`src/pbb_pkg.sv`:
```
package pbb_pkg;

  localparam int unsigned MaxWindow = 64;
  localparam int unsigned SlotW = $clog2(MaxWindow);
  localparam int unsigned LenW = 7;
  localparam int unsigned SumW = 8 + SlotW + 1;
  localparam int unsigned QDepth = 2;

  typedef struct packed {
    logic [7:0] red;
    logic [7:0] green;
    logic [7:0] blue;
  } pixel_t;

  typedef struct packed {
    logic [SumW-1:0] sum_red;
    logic [SumW-1:0] sum_green;
    logic [SumW-1:0] sum_blue;
    logic [LenW-1:0] len;
    logic            last;
  } job_t;

  typedef enum logic [2:0] {
    DivIdle = 3'b001,
    DivRun  = 3'b010,
    DivDone = 3'b100
  } div_state_e;

endpackage

```
`src/pbb_front.sv`:
```
module pbb_front (
  input  logic            clk_i,
  input  logic            rst_ni,
  input  logic            cfg_we_i,
  input  logic [6:0]      cfg_wdata_i,
  input  logic            in_valid_i,
  output logic            in_ready_o,
  input  pbb_pkg::pixel_t in_pix_i,
  input  logic            in_last_i,
  output logic            job_valid_o,
  input  logic            job_ready_i,
  output pbb_pkg::job_t   job_o
);

  logic [pbb_pkg::LenW-1:0]  len_q;
  logic [pbb_pkg::LenW-1:0]  eff_len;
  logic [pbb_pkg::LenW-1:0]  fill_q;
  logic [pbb_pkg::SlotW-1:0] slot_q;
  logic [pbb_pkg::SumW-1:0]  sr_q, sg_q, sb_q;
  pbb_pkg::pixel_t           mem_q [pbb_pkg::MaxWindow];
  pbb_pkg::pixel_t           old_q;
  logic                      st_q;
  pbb_pkg::pixel_t           pix_q;
  logic                      last_q;
  logic                      full_q;
  logic [pbb_pkg::SumW-1:0]  nr, ng, nb;
  logic [pbb_pkg::LenW-1:0]  slot_nx;
  logic                      fire;

  always_comb begin
    eff_len = len_q;
    if (len_q == '0) eff_len = pbb_pkg::LenW'(1);
    if (len_q > pbb_pkg::LenW'(pbb_pkg::MaxWindow)) eff_len = pbb_pkg::LenW'(pbb_pkg::MaxWindow);
  end

  // stage 1 reads old entry; stage 2 updates sums
  assign in_ready_o = !st_q || job_ready_i;
  assign fire = in_valid_i && in_ready_o;

  always_ff @(posedge clk_i) begin
    if (fire) begin
      old_q <= mem_q[slot_q];
      mem_q[slot_q] <= in_pix_i;
      pix_q <= in_pix_i;
      last_q <= in_last_i;
      full_q <= (fill_q >= eff_len);
    end
  end

  always_comb begin
    nr = sr_q + pbb_pkg::SumW'(pix_q.red);
    ng = sg_q + pbb_pkg::SumW'(pix_q.green);
    nb = sb_q + pbb_pkg::SumW'(pix_q.blue);
    if (full_q) begin
      nr = nr - pbb_pkg::SumW'(old_q.red);
      ng = ng - pbb_pkg::SumW'(old_q.green);
      nb = nb - pbb_pkg::SumW'(old_q.blue);
    end
    slot_nx = pbb_pkg::LenW'(slot_q) + pbb_pkg::LenW'(1);
  end

  always_ff @(posedge clk_i or negedge rst_ni) begin
    if (!rst_ni) begin
      len_q <= pbb_pkg::LenW'(1);
      fill_q <= '0;
      slot_q <= '0;
      sr_q <= '0;
      sg_q <= '0;
      sb_q <= '0;
      st_q <= 1'b0;
    end else if (cfg_we_i) begin
      len_q <= cfg_wdata_i;
      fill_q <= '0;
      slot_q <= '0;
      sr_q <= '0;
      sg_q <= '0;
      sb_q <= '0;
    end else begin
      if (st_q && job_ready_i) begin
        sr_q <= last_q ? '0 : nr;
        sg_q <= last_q ? '0 : ng;
        sb_q <= last_q ? '0 : nb;
      end
      if (fire) begin
        if (in_last_i) begin
          fill_q <= '0;
          slot_q <= '0;
        end else begin
          slot_q <= (slot_nx >= eff_len) ? '0 : slot_nx[pbb_pkg::SlotW-1:0];
          if (fill_q < eff_len) fill_q <= fill_q + pbb_pkg::LenW'(1);
        end
      end
      if (fire) st_q <= 1'b1;
      else if (job_ready_i) st_q <= 1'b0;
    end
  end

  // result exists once window is full after this pixel
  logic had_full_q;
  always_ff @(posedge clk_i) begin
    if (fire) had_full_q <= (fill_q + pbb_pkg::LenW'(1) >= eff_len);
  end

  assign job_valid_o = st_q && had_full_q;
  assign job_o.sum_red = nr;
  assign job_o.sum_green = ng;
  assign job_o.sum_blue = nb;
  assign job_o.len = eff_len;
  assign job_o.last = last_q;

endmodule

```
`src/pbb_queue.sv`:
```
module pbb_queue (
  input  logic          clk_i,
  input  logic          rst_ni,
  input  logic          push_i,
  output logic          ready_o,
  input  pbb_pkg::job_t data_i,
  output logic          valid_o,
  input  logic          pop_i,
  output pbb_pkg::job_t data_o
);

  pbb_pkg::job_t mem_q [pbb_pkg::QDepth];
  logic wp_q, rp_q;
  logic [1:0] cnt_q;

  assign ready_o = cnt_q != 2'd2;
  assign valid_o = cnt_q != 2'd0;
  assign data_o = mem_q[rp_q];

  always_ff @(posedge clk_i) begin
    if (push_i && ready_o) mem_q[wp_q] <= data_i;
  end

  always_ff @(posedge clk_i or negedge rst_ni) begin
    if (!rst_ni) begin
      wp_q <= 1'b0;
      rp_q <= 1'b0;
      cnt_q <= '0;
    end else begin
      if (push_i && ready_o) wp_q <= !wp_q;
      if (pop_i && valid_o) rp_q <= !rp_q;
      cnt_q <= cnt_q + 2'((push_i && ready_o) ? 1 : 0) - 2'((pop_i && valid_o) ? 1 : 0);
    end
  end

endmodule

```
`src/pbb_back.sv`:
```
module pbb_back (
  input  logic          clk_i,
  input  logic          rst_ni,
  input  logic          job_valid_i,
  output logic          job_pop_o,
  input  pbb_pkg::job_t job_i,
  output logic          empty_o,
  input  logic          pop_i,
  output logic [7:0]    avg_red_o,
  output logic [7:0]    avg_green_o,
  output logic [7:0]    avg_blue_o,
  output logic          final_average_o
);

  localparam int unsigned SumW = pbb_pkg::SumW;
  localparam int unsigned CntW = $clog2(SumW + 1);

  pbb_pkg::div_state_e state_q;
  logic [SumW-1:0] qr_q, qg_q, qb_q;
  logic [pbb_pkg::LenW-1:0] rr_q, rg_q, rb_q, den_q;
  logic [CntW-1:0] bit_q;
  logic last_q;
  logic [pbb_pkg::LenW:0] tr, tg, tb;

  // restoring division, one quotient bit a cycle per channel
  always_comb begin
    tr = {rr_q, qr_q[SumW-1]};
    tg = {rg_q, qg_q[SumW-1]};
    tb = {rb_q, qb_q[SumW-1]};
  end

  assign job_pop_o = (state_q == pbb_pkg::DivIdle) && job_valid_i;
  assign empty_o = state_q != pbb_pkg::DivDone;
  assign avg_red_o = qr_q[7:0];
  assign avg_green_o = qg_q[7:0];
  assign avg_blue_o = qb_q[7:0];
  assign final_average_o = last_q;

  always_ff @(posedge clk_i or negedge rst_ni) begin
    if (!rst_ni) begin
      state_q <= pbb_pkg::DivIdle;
      bit_q <= '0;
    end else begin
      case (state_q)
        pbb_pkg::DivIdle: begin
          if (job_valid_i) begin
            state_q <= pbb_pkg::DivRun;
            bit_q <= CntW'(SumW);
          end
        end
        pbb_pkg::DivRun: begin
          bit_q <= bit_q - CntW'(1);
          if (bit_q == CntW'(1)) state_q <= pbb_pkg::DivDone;
        end
        pbb_pkg::DivDone: begin
          if (pop_i) state_q <= pbb_pkg::DivIdle;
        end
        default: state_q <= pbb_pkg::DivIdle;
      endcase
    end
  end

  always_ff @(posedge clk_i) begin
    if (state_q == pbb_pkg::DivIdle) begin
      qr_q <= job_i.sum_red;
      qg_q <= job_i.sum_green;
      qb_q <= job_i.sum_blue;
      rr_q <= '0;
      rg_q <= '0;
      rb_q <= '0;
      den_q <= job_i.len;
      last_q <= job_i.last;
    end else if (state_q == pbb_pkg::DivRun) begin
      if (tr >= {1'b0, den_q}) begin
        rr_q <= pbb_pkg::LenW'(tr - {1'b0, den_q});
        qr_q <= {qr_q[SumW-2:0], 1'b1};
      end else begin
        rr_q <= tr[pbb_pkg::LenW-1:0];
        qr_q <= {qr_q[SumW-2:0], 1'b0};
      end
      if (tg >= {1'b0, den_q}) begin
        rg_q <= pbb_pkg::LenW'(tg - {1'b0, den_q});
        qg_q <= {qg_q[SumW-2:0], 1'b1};
      end else begin
        rg_q <= tg[pbb_pkg::LenW-1:0];
        qg_q <= {qg_q[SumW-2:0], 1'b0};
      end
      if (tb >= {1'b0, den_q}) begin
        rb_q <= pbb_pkg::LenW'(tb - {1'b0, den_q});
        qb_q <= {qb_q[SumW-2:0], 1'b1};
      end else begin
        rb_q <= tb[pbb_pkg::LenW-1:0];
        qb_q <= {qb_q[SumW-2:0], 1'b0};
      end
    end
  end

endmodule

```
`src/pixel_box_blur_1d_top.sv`:
```
// Channel  Direction  Handshake            Payload
// pixel    in         push / full          pix_red/green/blue, end_of_image
// average  out        pop / empty          avg_red/green/blue, final_average
// config   in         cfg_we               cfg_wdata (window_length)
// A pixel is taken each cycle until the two-entry job queue fills.
// Each average is computed in the bit-serial divider, which runs the three channels
// in parallel and takes the next job only once its result has been popped.
// Reset is asynchronous; window length resets to 1 with sums cleared.
// A stalled pop holds the divider, then the queue, then full.
module pixel_box_blur_1d_top (
  input  logic       clk_i,
  input  logic       rst_ni,
  input  logic       cfg_we,
  input  logic [6:0] cfg_wdata,
  input  logic       push,
  output logic       full,
  input  logic [7:0] pix_red_i,
  input  logic [7:0] pix_green_i,
  input  logic [7:0] pix_blue_i,
  input  logic       end_of_image_i,
  output logic       empty,
  input  logic       pop,
  output logic [7:0] avg_red_o,
  output logic [7:0] avg_green_o,
  output logic [7:0] avg_blue_o,
  output logic       final_average_o
);

  pbb_pkg::pixel_t pix;
  pbb_pkg::job_t   job, qjob;
  logic in_ready, job_valid, q_ready, q_valid, q_pop;

  assign pix.red = pix_red_i;
  assign pix.green = pix_green_i;
  assign pix.blue = pix_blue_i;
  assign full = !in_ready;

  pbb_front u_front (
    .clk_i, .rst_ni,
    .cfg_we_i(cfg_we), .cfg_wdata_i(cfg_wdata),
    .in_valid_i(push), .in_ready_o(in_ready),
    .in_pix_i(pix), .in_last_i(end_of_image_i),
    .job_valid_o(job_valid), .job_ready_i(q_ready), .job_o(job)
  );

  pbb_queue u_queue (
    .clk_i, .rst_ni,
    .push_i(job_valid), .ready_o(q_ready), .data_i(job),
    .valid_o(q_valid), .pop_i(q_pop), .data_o(qjob)
  );

  pbb_back u_back (
    .clk_i, .rst_ni,
    .job_valid_i(q_valid), .job_pop_o(q_pop), .job_i(qjob),
    .empty_o(empty), .pop_i(pop),
    .avg_red_o, .avg_green_o, .avg_blue_o, .final_average_o
  );

endmodule

```
`config.mk`:
```
export PLATFORM = sky130hd
export DESIGN_NAME = pixel_box_blur_1d_top
export DESIGN_NICKNAME = d
export VERILOG_FILES = /design/src/pbb_pkg.sv /design/src/pbb_front.sv /design/src/pbb_queue.sv /design/src/pbb_back.sv /design/src/pixel_box_blur_1d_top.sv
export SDC_FILE = /design/constraint.sdc
export NUM_CORES = 2
export LEC_CHECK = 0
export BUFFER_PORTS_ARGS = -buffer_cell sky130_fd_sc_hd__buf_2
export CORE_MARGIN = 2
export CORE_UTILIZATION = 30
export DETAILED_ROUTE_END_ITERATION = 10
export GPL_ROUTABILITY_DRIVEN = 0
export GPL_TIMING_DRIVEN = 0
export HOLD_SLACK_MARGIN = 0.15
export PLACE_DENSITY_LB_ADDON = 0.05
export SETUP_SLACK_MARGIN = 0.5
export SLEW_MARGIN = 30
export SYNTH_ARGS = -nofsm -noshare
export SYNTH_HDL_FRONTEND = slang
export SYNTH_SLANG_ARGS = --single-unit
```
`constraint.sdc`:
```
create_clock -name clk_i -period 4.3 [get_ports clk_i]
set_clock_uncertainty 0.2 [all_clocks]
set_input_delay 0.215 -clock clk_i [delete_from_list [all_inputs] [get_ports clk_i]]
set_output_delay 0.215 -clock clk_i [all_outputs]
set_load 0.02 [all_outputs]
```
==> impl_results.md <==
* Syn_nets at 4,422
* GR Util met2 at 0.424
* Vias in the first global route at 43,700
* Slew Viols, Final at 0
* Slew @ Worst Pin at 1080 ps
* WP data arrival at 4400 ps
* Total CTS buffers at 207
* Max-slew headroom at 0.278
* Combinational share of power at 0.200
* Post-synth EDFFs at 1,746
* Power, Total at 49.1 mW
* Crit path launch type: register
* Switching power at 14.2 mW
* M1 GR Usage at 0.367
* Antenna violations before repair at 51
* Maximum capacitance violations at 0
* CTS root buffer: clkbuf_16
* Seq/Total Area, Yosys at 0.768
* Tcrit/Tclk final at 0.911
* DR DRC count at 0
* Crit Path Max Fanout at 10
* RSZ-0062 raised after global routing: true
* Clk slew on worst S/H paths at 60 ps
* CP Data Required Time at 4780 ps
* Critical Path End Type: register
* Setup TNS at 0 ps
* Hold crit path type: input port to register
* Ys Warns at 0
* CORE AREA at 236,000 um^2
* Yosys cell types at 77
* ANT nets after route at 0
* DR pass1 iterations at 6
* Power Dens Cells at 533 nW/um^2
* Total grt overflow at 0
* Sequential share of power at 0.439
* H-tree levels at 4
* Count of state elements after synthesis at 1,844
* Ports at 64
* Die width at 492 um
* Initial Utilization at 0.302
* Via count at 46,600
* Primary FF master, synth: edfxtp_1
* Mean Syn Cell Area at 16.7 um^2
* Final setup fails at 0
* Placed instance count at 7,694
* Global route hottest layer: met2
* First-pass GRT wire length at 427,000 um
* Int Power at 34.9 mW
* Pin count of the biggest net entering global routing at 66
* Post-Route WL at 328,000 um
* Fin cells at 8,289
* DR WL/cell at 39.5 um
* Clock Power Share at 0.361
* Clock Latency Late Sink at 880 ps
* Via/cell ratio at 5.63
* Final hold violation count at 0
* Tot GR Track Use at 0.265
* Clk sinks at 1,844
* Area Overhead vs Synth at 29.1%
* Die H at 492 um
* Peak VDD IR at 0.000424 V
* LEAKAGE at 30.6 nW
* Min Tclk post-route at 3920 ps
* # port buffers at 62
* Worst-case clock buffer depth at 3
* First DRT Iteration DRCs at 6,454
* Die Area at 242,000 um^2
* HPWL Detailed at 228,000 um
* # rows at 178
* Crit Path Category: register to register
* Fmax at 0.255 GHz
* Post-synthesis instance total at 4,280
* GR Util met3 at 0.0474
* Mapped Area at 71,300 um^2
* Sw Ratio at 0.290
* Post-layout nets at 5,108
* Share of cells above drive strength 1 at 0.235
* Result of the run: complete, no violations
* Async set-reset flop share out of synthesis at 0.0418
* CTS tree: yes
## critical path, cell delays in order (launching register included)
cell and delay (ps):
dfrtp_1 560, clkbuf_1 660, nand3b_1 710, clkbuf_2 540, a31oi_1 620, a21oi_1 170
nand3_1 260
## layer usage
layer / vias to the layer above / share of wire
met4: 6 / 0.033
met1: 24900 / 0.42
met3: 450 / 0.079
li1: 19000 / -
met2: 2341 / 0.46
met5: - / 0.00074
## power by group through the flow
stage / clock network (mW) / logic, mW / registers, mW
4_1_cts: 18.0 / 9.53 / 21.6
5_1_grt: 18.6 / 10.6 / 21.7
2_1_floorplan: 0 / 5.44 / 21.8
6_report: 17.7 / 9.81 / 21.5
3_5_place_dp: 0 / 9.20 / 21.9
3_3_place_gp: 0 / 8.74 / 22.0
## synth_stat cells, drive strengths merged, types with 6 or more instances
| library cell | count | share of area |
|---|---|---|
| a22oi | 530 | 0.056 |
| a21boi | 8 | 0.00089 |
| a211oi | 15 | 0.0016 |
| nand3b | 6 | 0.00063 |
| xnor2 | 54 | 0.0066 |
| nor2 | 167 | 0.0088 |
| dfxtp | 21 | 0.0059 |
| edfxtp | 1746 | 0.74 |
| nand2b | 23 | 0.0020 |
| nand4 | 38 | 0.0033 |
| a221oi | 120 | 0.015 |
| o211ai | 12 | 0.0013 |
| clkbuf | 166 | 0.0087 |
| and2 | 8 | 0.00070 |
| a31oi | 117 | 0.010 |
| inv | 78 | 0.0041 |
| buf | 106 | 0.0071 |
| a21oi | 130 | 0.0093 |
| or2 | 7 | 0.00061 |
| nor4 | 33 | 0.0029 |
| and3 | 11 | 0.00096 |
| nor3 | 14 | 0.00098 |
| mux2 | 22 | 0.0035 |
| o21ai | 78 | 0.0055 |
| a41oi | 45 | 0.0055 |
| fa | 9 | 0.0025 |
| ha | 96 | 0.017 |
| a22o | 162 | 0.020 |
| mux2i | 72 | 0.010 |
| nand2 | 99 | 0.0052 |
| nand3 | 54 | 0.0038 |
| xor2 | 27 | 0.0033 |
| nor2b | 14 | 0.0012 |
| dfrtp | 75 | 0.026 |
| o21a | 18 | 0.0019 |
| a21o | 28 | 0.0029 |
| nor3b | 7 | 0.00074 |
## layout make-up
| cell class | count | area, um^2 |
|---|---|---|
| Fill cell | 21600 | 144000 |
| Sequential cell | 1844 | 54800 |
| Multi-Input combinational cell | 2085 | 17000 |
| Timing Repair Buffer | 477 | 7640 |
| Clock buffer | 263 | 5490 |
| Tap cell | 3150 | 3940 |
| Buffer | 272 | 1660 |
| Clock inverter | 111 | 1180 |
| Inverter | 79 | 303 |
| Antenna cell | 8 | 20.0 |
## final timing paths
kind	from	endpoint	slack, ps	depth (start not counted)
max	u_front.slot_q[5]	u_front.old_q[4]	380	6
min	pix_green_i[6]	u_front.mem_q[27][14]	200	2
max reg2reg	u_front.slot_q[5]	u_front.old_q[4]	380	6
min reg2reg	u_back.rr_q[6]	u_back.rr_q[6]	260	2
max in group asynchronous	rst_ni	u_front.sr_q[9]	3100	5
min in group asynchronous	rst_ni	u_back.state_q[2]	220	4
## stage by stage
step | setup slack, ps | util | hold WS [ps] | cell area (um^2)
6_report | 381 | 0.390 | 203 | 92000
5_1_grt | 300 | 0.390 | 184 | 92000
4_1_cts | 379 | 0.388 | 151 | 91500
3_5_place_dp | -1940 | 0.345 | -27.6 | 81500
3_3_place_gp | -5320 | 0.320 | 251 | 75600
2_1_floorplan | 633 | - | -281 | 71300
## kinds of logic (layout without fill, tap and decap cells)
kind of cell               count (synthesis)  after routing  share of synthesized area
other                                      0              8                          0
AOI/OAI and AO/OA                       1303           1303                      0.135
DFF                                     1844           1844                      0.768
muxes                                     94             94                     0.0136
and+or+nand+nor                          502            502                     0.0344
buffers and inverters                    351           1202                     0.0200
xor gates and xnor gates                  81             81                    0.00995
adders and majority gates                105            105                     0.0194
## flip-flops by register name, indices dropped and copies added (netlist names), 15 cells and up
signal,cells
u_front.old_q,24
u_front.sg_q,15
u_back.qr_q,15
u_front.sr_q,15
u_queue.mem_q,106
u_back.qb_q,15
u_front.mem_q,1536
u_front.sb_q,15
u_back.qg_q,15
u_front.pix_q,24
## placed cells by master, fill, tap and decap left out, types with 24 or more instances in the layout
cell	Yosys	routed
a21o_1	28	28
a21oi_1	127	104
a221oi_1	119	106
a22o_1	162	162
a22oi_1	530	526
a31oi_1	117	84
a31oi_2	0	24
a41oi_1	45	32
buf_12	0	79
buf_16	0	145
buf_2	15	82
buf_4	24	179
clkbuf_1	166	91
clkbuf_16	0	210
clkbuf_2	0	74
clkbuf_4	0	34
clkinv_1	1	44
clkinv_2	0	31
dfrtp_1	75	73
dlygate4sd3_1	0	77
edfxtp_1	1746	1746
ha_1	96	93
inv_1	78	76
mux2i_1	72	71
nand2_1	99	88
nand3_1	54	33
nand4_1	38	38
nor2_1	167	100
nor2_4	0	66
o21ai_0	76	69
xnor2_1	54	49
xor2_1	27	25
## what timing repair did
action / CTS / global route
endpoints found under the setup margin: 1588 / 138
hold buffers: 85 / 0
pin swaps: 78 / 42
hold endpoints to repair: 1670 / 0
gates resized for setup: 264 / 89
setup buffers: 107 / 21
No activity file was read; power rests on OpenSTA's default activity.
